==> config.mk <==
export PLATFORM = sky130hd
export DESIGN_NAME = sbr_ctrl
export DESIGN_NICKNAME = d
export VERILOG_FILES = /design/src/rtl/sbr_pkg.sv /design/src/rtl/sbr_ctrl.sv
export SDC_FILE = /design/constraint.sdc
export NUM_CORES = 1
export LEC_CHECK = 0
export BUFFER_PORTS_ARGS = -buffer_cell sky130_fd_sc_hd__clkbuf_2
export CAP_MARGIN = 20
export CORE_AREA = 2 2 39 41
export DETAILED_ROUTE_END_ITERATION = 7
export DIE_AREA = 0 0 41 43
export HOLD_SLACK_MARGIN = 0.05
export PLACE_DENSITY = 0.45
export SLEW_MARGIN = 20
export SYNTH_ARGS = -nofsm -noshare
export SYNTH_HDL_FRONTEND = slang
export SYNTH_SLANG_ARGS = --single-unit
==> constraint.sdc <==
create_clock -name clk -period 1.5 [get_ports clk]
set_input_delay 0.075 -clock clk [delete_from_list [all_inputs] [get_ports clk]]
set_output_delay 0.075 -clock clk [all_outputs]
set_load 0.005 [all_outputs]
==> src/rtl/sbr_pkg.sv <==
// Shared types and constants for the stream byte reassembler.
`timescale 1ns / 1ps
package sbr_pkg;

  localparam int CAP_DEFAULT = 4096;

  localparam logic [1:0] CMD_DATA = 2'd0;
  localparam logic [1:0] CMD_END  = 2'd1;
  localparam logic [1:0] CMD_PULL = 2'd2;

  typedef struct packed {
    logic [1:0]  cmd;
    logic [63:0] stream_index;
    logic [7:0]  data_byte;
    logic        last_of_final;
    logic [12:0] free_space;
  } req_t;

  typedef struct packed {
    logic        out_valid;
    logic [7:0]  out_byte;
    logic        stream_closed;
    logic [12:0] pending_count;
  } rsp_t;

  typedef struct packed {
    logic clear;
    logic load;
    logic read;
    logic exec;
  } ctrl_cmd_t;

  typedef struct packed {
    logic clear_done;
    logic out_free;
  } ctrl_sts_t;

endpackage

==> src/rtl/sbr_ctrl.sv <==
// Sequencer for the stream byte reassembler: clear pass, accept, read, execute.
`timescale 1ns / 1ps
module sbr_ctrl
  import sbr_pkg::*;
(
  input  logic      clk,
  input  logic      rst,
  input  logic      req_valid,
  input  ctrl_sts_t sts,
  output ctrl_cmd_t cmd,
  output logic      req_stall
);

  typedef enum logic [3:0] {
    S_CLEAR = 4'b0001,
    S_IDLE  = 4'b0010,
    S_READ  = 4'b0100,
    S_EXEC  = 4'b1000
  } state_t;

  state_t state, state_next;

  always_ff @(posedge clk) begin
    if (rst) begin
      state <= S_CLEAR;
    end else begin
      state <= state_next;
    end
  end

  always_comb begin
    state_next = state;
    cmd        = '0;
    unique case (state)
      S_CLEAR: begin
        cmd.clear = 1'b1;
        if (sts.clear_done) state_next = S_IDLE;
      end
      S_IDLE: begin
        if (req_valid) begin
          cmd.load   = 1'b1;
          state_next = S_READ;
        end
      end
      S_READ: begin
        cmd.read   = 1'b1;
        state_next = S_EXEC;
      end
      S_EXEC: begin
        if (sts.out_free) begin
          cmd.exec   = 1'b1;
          state_next = S_IDLE;
        end
      end
      default: state_next = S_CLEAR;
    endcase
  end

  assign req_stall = (state != S_IDLE);

endmodule

## Word level (Yosys, flattened, before mapping)

Index checks and enable logic that the tools add are counted.

- $add $sub $neg: 0
- $mul: 0
- Divide/modulo/power cells: 0
- Order comparisons: 0
- Eq/ne operators: 8
- Shifts and indexed selects: 0
- Muxes and demuxes: 10
- Bitwise logic cells: 0
- Reduce and logical (&&, ||, !) cells: 1

Operator list:

| cell | number |
|---|---|
| 4-bit case mux with 4 select lines | 1 |
| 4-bit two-way mux | 3 |
| 1-bit two-way mux | 6 |
| 2-bit != test, second input constant | 3 |
| 4-bit by 1-bit == test with 1-bit output, second input constant | 1 |
| 4-bit by 2-bit == test with 1-bit output, second input constant | 1 |
| 4-bit by 3-bit == test with 1-bit output, second input constant | 1 |
| 4-bit == test, second input constant | 1 |
| 4-bit by 2-bit != test with 1-bit output, second input constant | 1 |
| 3-bit AND reduction | 1 |

- Register bits: 4
- Latch bits: 0
- Bits in writable memories: 0
- Bits in read-only memories: 0
- Bits of input ports: 5
- Output and inout bits: 5
- Memories kept: 0

## Depth between registers and ports, before layout

Gate-level depths: netlist of run 1.

- Depth in word-level cells: 3
- Gate-level depth with buffers: 4

## Worst setup path before layout of run 1

No wires, ideal clock.

- Path kind: reg2reg
- Start point: reg state[3]
- End point: reg state[1]
- Library setup time: 0.122 ns
- Arrival: 0.947 ns
- Data required time: 1.378 ns
- Path slack: 0.431 ns
- Cell stages (with the launch flop): 5
- Buffers on the path: 1
- Period minus slack after synthesis: 1.069 ns
- Cell sequence: dfxtp_1 > buf_6 > or3b_1 > a21oi_1 > nor4_1

- Longest elaborated chain between the ends: 3
- Elaborated cells on any way between the ends: 9
- Those cells by class: 7 x eq/ne; 1 x mux; 1 x reduce/logical

Ends and longest elaborated chain:

| item | RTL line | source |
|---|---|---|
| start: declaration | sbr_ctrl.sv:21 | `state_t state, state_next;` |
| start signal: assignment | sbr_ctrl.sv:27 | `state <= state_next;` |
| 4-bit by 1-bit == test with 1-bit output, or another cell as far along | sbr_ctrl.sv:34 | `unique case (state)` |
| 2-bit != test (no line) | -- |  |
| 3-bit AND reduction (no line) | -- |  |

Several ways; a longest one is shown, not always the timed one.
A chain may end at the register's enable or synchronous reset.

==> flow_summary.ini, run 1 <==
[sta]
fin_skew_ns = 0.00450
slew_headroom_pct = 76.8
slew_violations = 0
tightest_slew_ns = 0.348
fmax_mhz = 730
tns_ns = 0
finalSetupViolations = 0
hold_viol = 0
post-route-min-period_ns = 1.37
final.period_utilization_pct = 91.4
rsz0062_at_grt = no

[floorplan]
dieWidth_um = 41
die_y_um = 43
ios = 10
rows = 14
initial_core_util_pct = 23.5
die_area_um2 = 1760
core_um2 = 1380

[worst_hold_path]
hold_depth = 2
hp-class = input port to flop

[synth]
syn_avg_cell_area_um2 = 9.57
syn-num-nets = 39
yosysWarnings = 0
synth_flop_cell = dfxtp_1
synth.top_cell.area_share_pct = 24.6
synth_cell_types = 23
synthArstFlopShare_pct = 0
yosysSeqAreaShare_pct = 24.6
synthesis.instances = 34
synth-seq-cells = 4
netlist_area_um2 = 325
synth-edff-count = 0
ys_top_cells_by_area = dfxtp_1 25%, buf_6 10%, nor4b_4 7.3%, nor4_1 5.8%, and2b_1 4.6%
yosysTopAreaCell = dfxtp_1

[route]
ant_nets = 0
dr_wl_met3_um = 14
via_count = 278
top_layer = met4
drt_wl_total_um = 666
routedWlPerCell_um = 11.1
drt-met1-wl_um = 310
first_iter_violations = 2
wl_met2_um = 321
via_per_inst = 4.63
drcViolationCount = 0
first_pass_iters = 2

[grt]
grt_max_degree = 13
grt_use_total_pct = 10.4
overflow = 0
grt_pass1_wl_um = 1170
grt_pass1_vias = 264
antenna_found_initial = 0

[clock_tree]
clockBufferDepth = 2
clock-sinks = 4
path_clk_slew_ns = 0.04
cts_made_buffers = 3
htree_levels = 1
clk_latency_ns = 0.24
cts_root_buf = clkbuf_4
tritoncts = yes

[worst_setup_path]
rr_worst_depth = 3
path_cells = buf_4, nor4b_4, and2_1, clkbuf_2
cp-start-kind = flop
slowest_delay_ns = 0.32
worstPathRequired_ns = 1.42
critPathMaxFanout = 7
crit_type = flop to primary output
cp.arrival_ns = 1.30
critPathCaptureType = primary output
worst_path_max_delay_cell = dfxtp_1

[final_layout]
stdcell_area_um2 = 388
multiInputGateArea_um2 = 196
area_growth_pct = 19.2
nets = 51
top_regs = state: 4 flops
seq_area_um2 = 81.3
top_register = state
final_core_util_pct = 28.0
diodes = 0
fillers = 150
largest_register_ffs = 4
drive_above_1_share_pct = 45.5

[place]
place_congestion = 0.678
dp_hpwl_um = 476
portBuffers = 9
place_area_um2 = 364

[pwr]
p_clk_share_pct = 38.7
switching_share_pct = 28.7
p_leak_nw = 0.163
power_density_nw_per_um2 = 908
comb_power_share_pct = 23.7
power.internal_uw = 251
ir_worst_vdd_mv = 0.310
p_switching_uw = 101
seqPwrFrac_pct = 37.5

[outcome]
status = finished clean

[job]
maxCapViolCount = 0
==> path summary, 6_finish.rpt <==
kind             from        to  slack, ns
max          state[3]    cmd[2]       0.13
min               rst  state[1]       0.08
max reg2reg  state[2]  state[0]       0.25
min reg2reg  state[1]  state[3]       0.57
==> cell families after synthesis <==
kind of cell / after synthesis / share of synthesized area (%)
compound gates: 6 / 11.5
buf+inv: 6 / 15.0
flops: 4 / 24.6
mux: 1 / 3.08
simple gates: 17 / 45.8
==> critical path: cells and delay by family (launching register included) <==
family / cells / cell delay, ns
flip-flops: 1 / 0.32
buffers and inverters: 2 / 0.28
AND/OR/NAND/NOR: 2 / 0.45
==> synthesized netlist by cell type (2+ instances only) <==
cell type and count:
o21ai_0 2, and2b_1 2, dfxtp_1 4, nor2_1 3
nor4_1 3, buf_6 3
==> per-stage QoR <==
| step | power, mW | instances | setup WS (ns) | hold slack (ns) |
|---|---|---|---|---|
| global route | 0.379 | 60 | 0.0237 | 0.0769 |
| finish | 0.352 | 60 | 0.129 | 0.0846 |
| CTS | 0.361 | 60 | 0.0782 | 0.0786 |
| detailed placement | 0.217 | 57 | 0.265 | 0.336 |
| global placement | 0.218 | 57 | 0.256 | 0.330 |
| floorplan | 0.199 | 34 | 0.431 | 0.152 |
==> repair_timing <==
action                                  4_1_cts  5_1_grt
endpoints found under the setup margin        0        1
hold buffers                                  0        0
buffers inserted                              0        0
gates resized for setup                       0        1
endpoints found under the hold margin         0        0
==> area by class of cell <==
class	instances	share of cell area (%)
clock buffers	3	5.81
inverters	2	1.94
multi-input cells	24	50.6
flip-flops and latches	4	21.0
well taps	16	5.16
repair buffers	11	15.5
==> power groups by stage <==
stage | combinational, mW | clock, mW | sequential [mW]
after floorplan | 0.0769 | 0 | 0.122
after global placement | 0.0843 | 0 | 0.134
after detailed placement | 0.0834 | 0 | 0.133
after CTS | 0.0842 | 0.145 | 0.132
after global routing | 0.0907 | 0.153 | 0.135
final | 0.0836 | 0.136 | 0.132
==> layout by cell type (no fill, tap or decap) <==
| master | netlist | layout |
|---|---|---|
| clkbuf_2 | 0 | 9 |
| nor4_1 | 3 | 3 |
| nor2_1 | 3 | 3 |
| clkbuf_4 | 0 | 3 |
| dfxtp_1 | 4 | 3 |
| o21ai_0 | 2 | 2 |
| and2b_1 | 2 | 2 |
| buf_4 | 1 | 2 |
| nor4b_4 | 1 | 1 |
| inv_1 | 1 | 1 |
| nor4b_2 | 1 | 1 |
| inv_2 | 1 | 1 |
| and4b_1 | 1 | 1 |
| and2_1 | 1 | 1 |
| and3b_1 | 1 | 1 |
| a211o_1 | 1 | 1 |
| nor4bb_1 | 1 | 1 |
| a31oi_1 | 1 | 1 |
| nor3b_2 | 1 | 1 |
| o31ai_1 | 1 | 1 |
| or3b_1 | 1 | 1 |
| or3b_2 | 1 | 1 |
| a21oi_1 | 1 | 1 |
| mux2i_1 | 1 | 1 |
| dfxtp_2 | 0 | 1 |
==> routing by layer <==
layer,track usage (%),up-vias
li1,-,147
met1,13.2,123
met2,12.2,6
met3,3.14,2
met4,12.0,0
met5,0,-
Power figures use the tool's default switching activity.
==> inputs of run 2 (changes only) <==
- ABC_AREA: default -> 1
- PLACE_DENSITY: 0.45 -> 0.39
==> run 2 against run 1 <==
Against the previous run:
- via count decreased by 9.4%
- worst setup slack gained 0.22 ns
- design area decreased by 10%
- utilization is 2.8 points lower
- fmax rose by 19%
- non-clock buffer count decreased by 1
- clock skew shrank 0.0023 ns
- power grew 5.7%
- hold slack improved by 0.021 ns
- critical path type unchanged
- largest cell class unchanged
- largest power group unchanged
==> flow_summary.ini, run 2 <==
[route]
first_pass_iters = 2
drcViolationCount = 0
drt_wl_total_um = 521
routedWlPerCell_um = 8.14
first_iter_violations = 2
ant_nets = 0
via_count = 252
via_per_inst = 3.94

[worst_setup_path]
reg2reg_slack_ns = 0.56
critPathCaptureType = primary output
rr_worst_depth = 4
worstPathRequired_ns = 1.42
critPathMaxFanout = 3
path_cells = inv_1, nor2_2, nand2_1, nor2_1, clkbuf_2
r2r-start = state[3]
slowest_delay_ns = 0.33
cp-start-kind = flop
worst_path_max_delay_cell = dfxtp_1
worst-path-buf-inv = 2
cp.arrival_ns = 1.08
crit_type = flop to primary output
rr_endpoint = state[0]
path_delay_family = flip-flops

[synth]
syn-num-nets = 40
synth.top_cell.area_share_pct = 31.8
synth-edff-count = 0
synth_cell_types = 13
synthArstFlopShare_pct = 0
netlist_area_um2 = 251
synth_common_cells = 7 x inv_1, 6 x nor2_2, 4 x dfxtp_1, 4 x nand3_1, 3 x nor2_1
syn_avg_cell_area_um2 = 7.19
yosysTopAreaCell = dfxtp_1
yosysWarnings = 0
yosysSeqAreaShare_pct = 31.8
synth_flop_cell = dfxtp_1
synth_most_common_cell = inv_1
synth-seq-cells = 4
synthesis.instances = 35
ys_top_cells_by_area = dfxtp_1 32%, nor2_2 15%, inv_1 10%, nand3_1 8.0%, nand3_2 8.0%

[floorplan]
core_um2 = 1380
rows = 14
ios = 10
die_area_um2 = 1760
dieWidth_um = 41
die_y_um = 43
initial_core_util_pct = 18.2

[clock_tree]
cts_made_buffers = 3
htree_levels = 1
path_clk_slew_ns = 0.04
clk_latency_ns = 0.24
clockBufferDepth = 2
tritoncts = yes
clock-sinks = 4
post-cts-setup-buffers = 0
cts_root_buf = clkbuf_4
cts_resized = 0

[sta]
slew_headroom_pct = 86.5
rsz0062_at_grt = no
finalSetupViolations = 0
tns_ns = 0
tightest_slew_ns = 0.202
fmax_mhz = 866
fin_skew_ns = 0.00223
post-route-min-period_ns = 1.16
final.period_utilization_pct = 77.0
slew_violations = 0
hold_viol = 0

[final_layout]
final_cell_mix = 9 x clkbuf_2, 7 x inv_1, 6 x nor2_2
nets = 55
top_register = state
mostFrequentLayoutCell = clkbuf_2
fillers = 159
top_regs = state: 4 flops
largest_register_ffs = 4
area_growth_pct = 38.8
diodes = 0
drive_above_1_share_pct = 52.1
stdcell_count = 64

[grt]
grt_pass1_wl_um = 821
overflow = 0
grt_use_total_pct = 7.52
antenna_found_initial = 0
grt_pass1_vias = 227
grt_max_degree = 5

[outcome]
status = finished clean

[worst_hold_path]
worstHoldStart = req_valid
hp-class = input port to flop
hold_end = state[2]
hold_depth = 3

[place]
dp_hpwl_um = 453
portBuffers = 9
place_congestion = 0.741
dp_cells = 60

[pwr]
p_leak_nw = 0.187
ir_worst_vdd_mv = 0.328
power_density_nw_per_um2 = 1070

[job]
maxCapViolCount = 0
## run 2: per-stage QoR
| step | worst slack [ns] | area (um^2) | utilization, % | hold slack, ns | total power, mW |
|---|---|---|---|---|---|
| after floorplan | 0.630 | 251 | - | 0.144 | 0.210 |
| after global placement | 0.516 | 317 | 22.9 | 0.289 | 0.242 |
| after detailed placement | 0.547 | 317 | 22.9 | 0.292 | 0.241 |
| after CTS | 0.328 | 349 | 25.2 | 0.110 | 0.381 |
| after global routing | 0.250 | 349 | 25.2 | 0.142 | 0.398 |
| final | 0.345 | 349 | 25.2 | 0.106 | 0.372 |
## run 2: routing by layer
metal  share of wire [%]  vias up  global-route usage [%]
met2                  44       11                    10.9
met3                 9.6        2                    1.57
met4                 3.6        0                    10.0
met5                   0        -                       0
met1                  43      105                    7.05
li1                    -      134                       -
## run 2: logic make-up (layout without fill, tap and decap cells)
kind of cell           count (synthesis)  in the layout  synth area share [%]
and+or+nand+nor                       22             22                  54.2
AOI/OAI and AO/OA                      1              1                  1.99
buffers and inverters                  8             21                  11.9
DFF                                    4              4                  31.8
## run 2: worst min-delay path: stages
cell      delay (ns)
clkbuf_2        0.08
inv_1           0.09
nor3_2          0.05
## run 2: power breakdown
part	leakage (nW)	total (mW)	switching, mW	internal, mW
sequential	0.0328	0.133	0.0130	0.120
combinational	0.141	0.106	0.0609	0.0452
clock	0.0138	0.134	0.0443	0.0895
total	0.187	0.372	0.118	0.254
## run 2: worst max-delay path by stage
stage / from / endpoint / slack [ns] / cells past startpoint
6_report: state[3] / cmd[0] / 0.34 / 5
5_1_grt: state[1] / cmd[0] / 0.25 / 4
4_1_cts: state[1] / cmd[2] / 0.33 / 5
3_5_place_dp: state[0] / state[0] / 0.55 / 5
3_3_place_gp: state[1] / state[0] / 0.52 / 4
2_1_floorplan: state[0] / state[0] / 0.63 / 5
## run 2: area by class of cell
type,instances,area [um^2],share of cell area [%]
Sequential cell,4,80.1,22.9
Tap cell,16,20.0,5.73
Inverter,8,30.0,8.60
Clock buffer,3,22.5,6.45
Timing Repair Buffer,10,55.1,15.8
Multi-Input combinational cell,23,141,40.5
## run 2: what timing repair did
| action | CTS | global route |
|---|---|---|
| endpoints found under the setup margin | 0 | 0 |
| hold buffers | 1 | 0 |
| endpoints found under the hold margin | 2 | 0 |
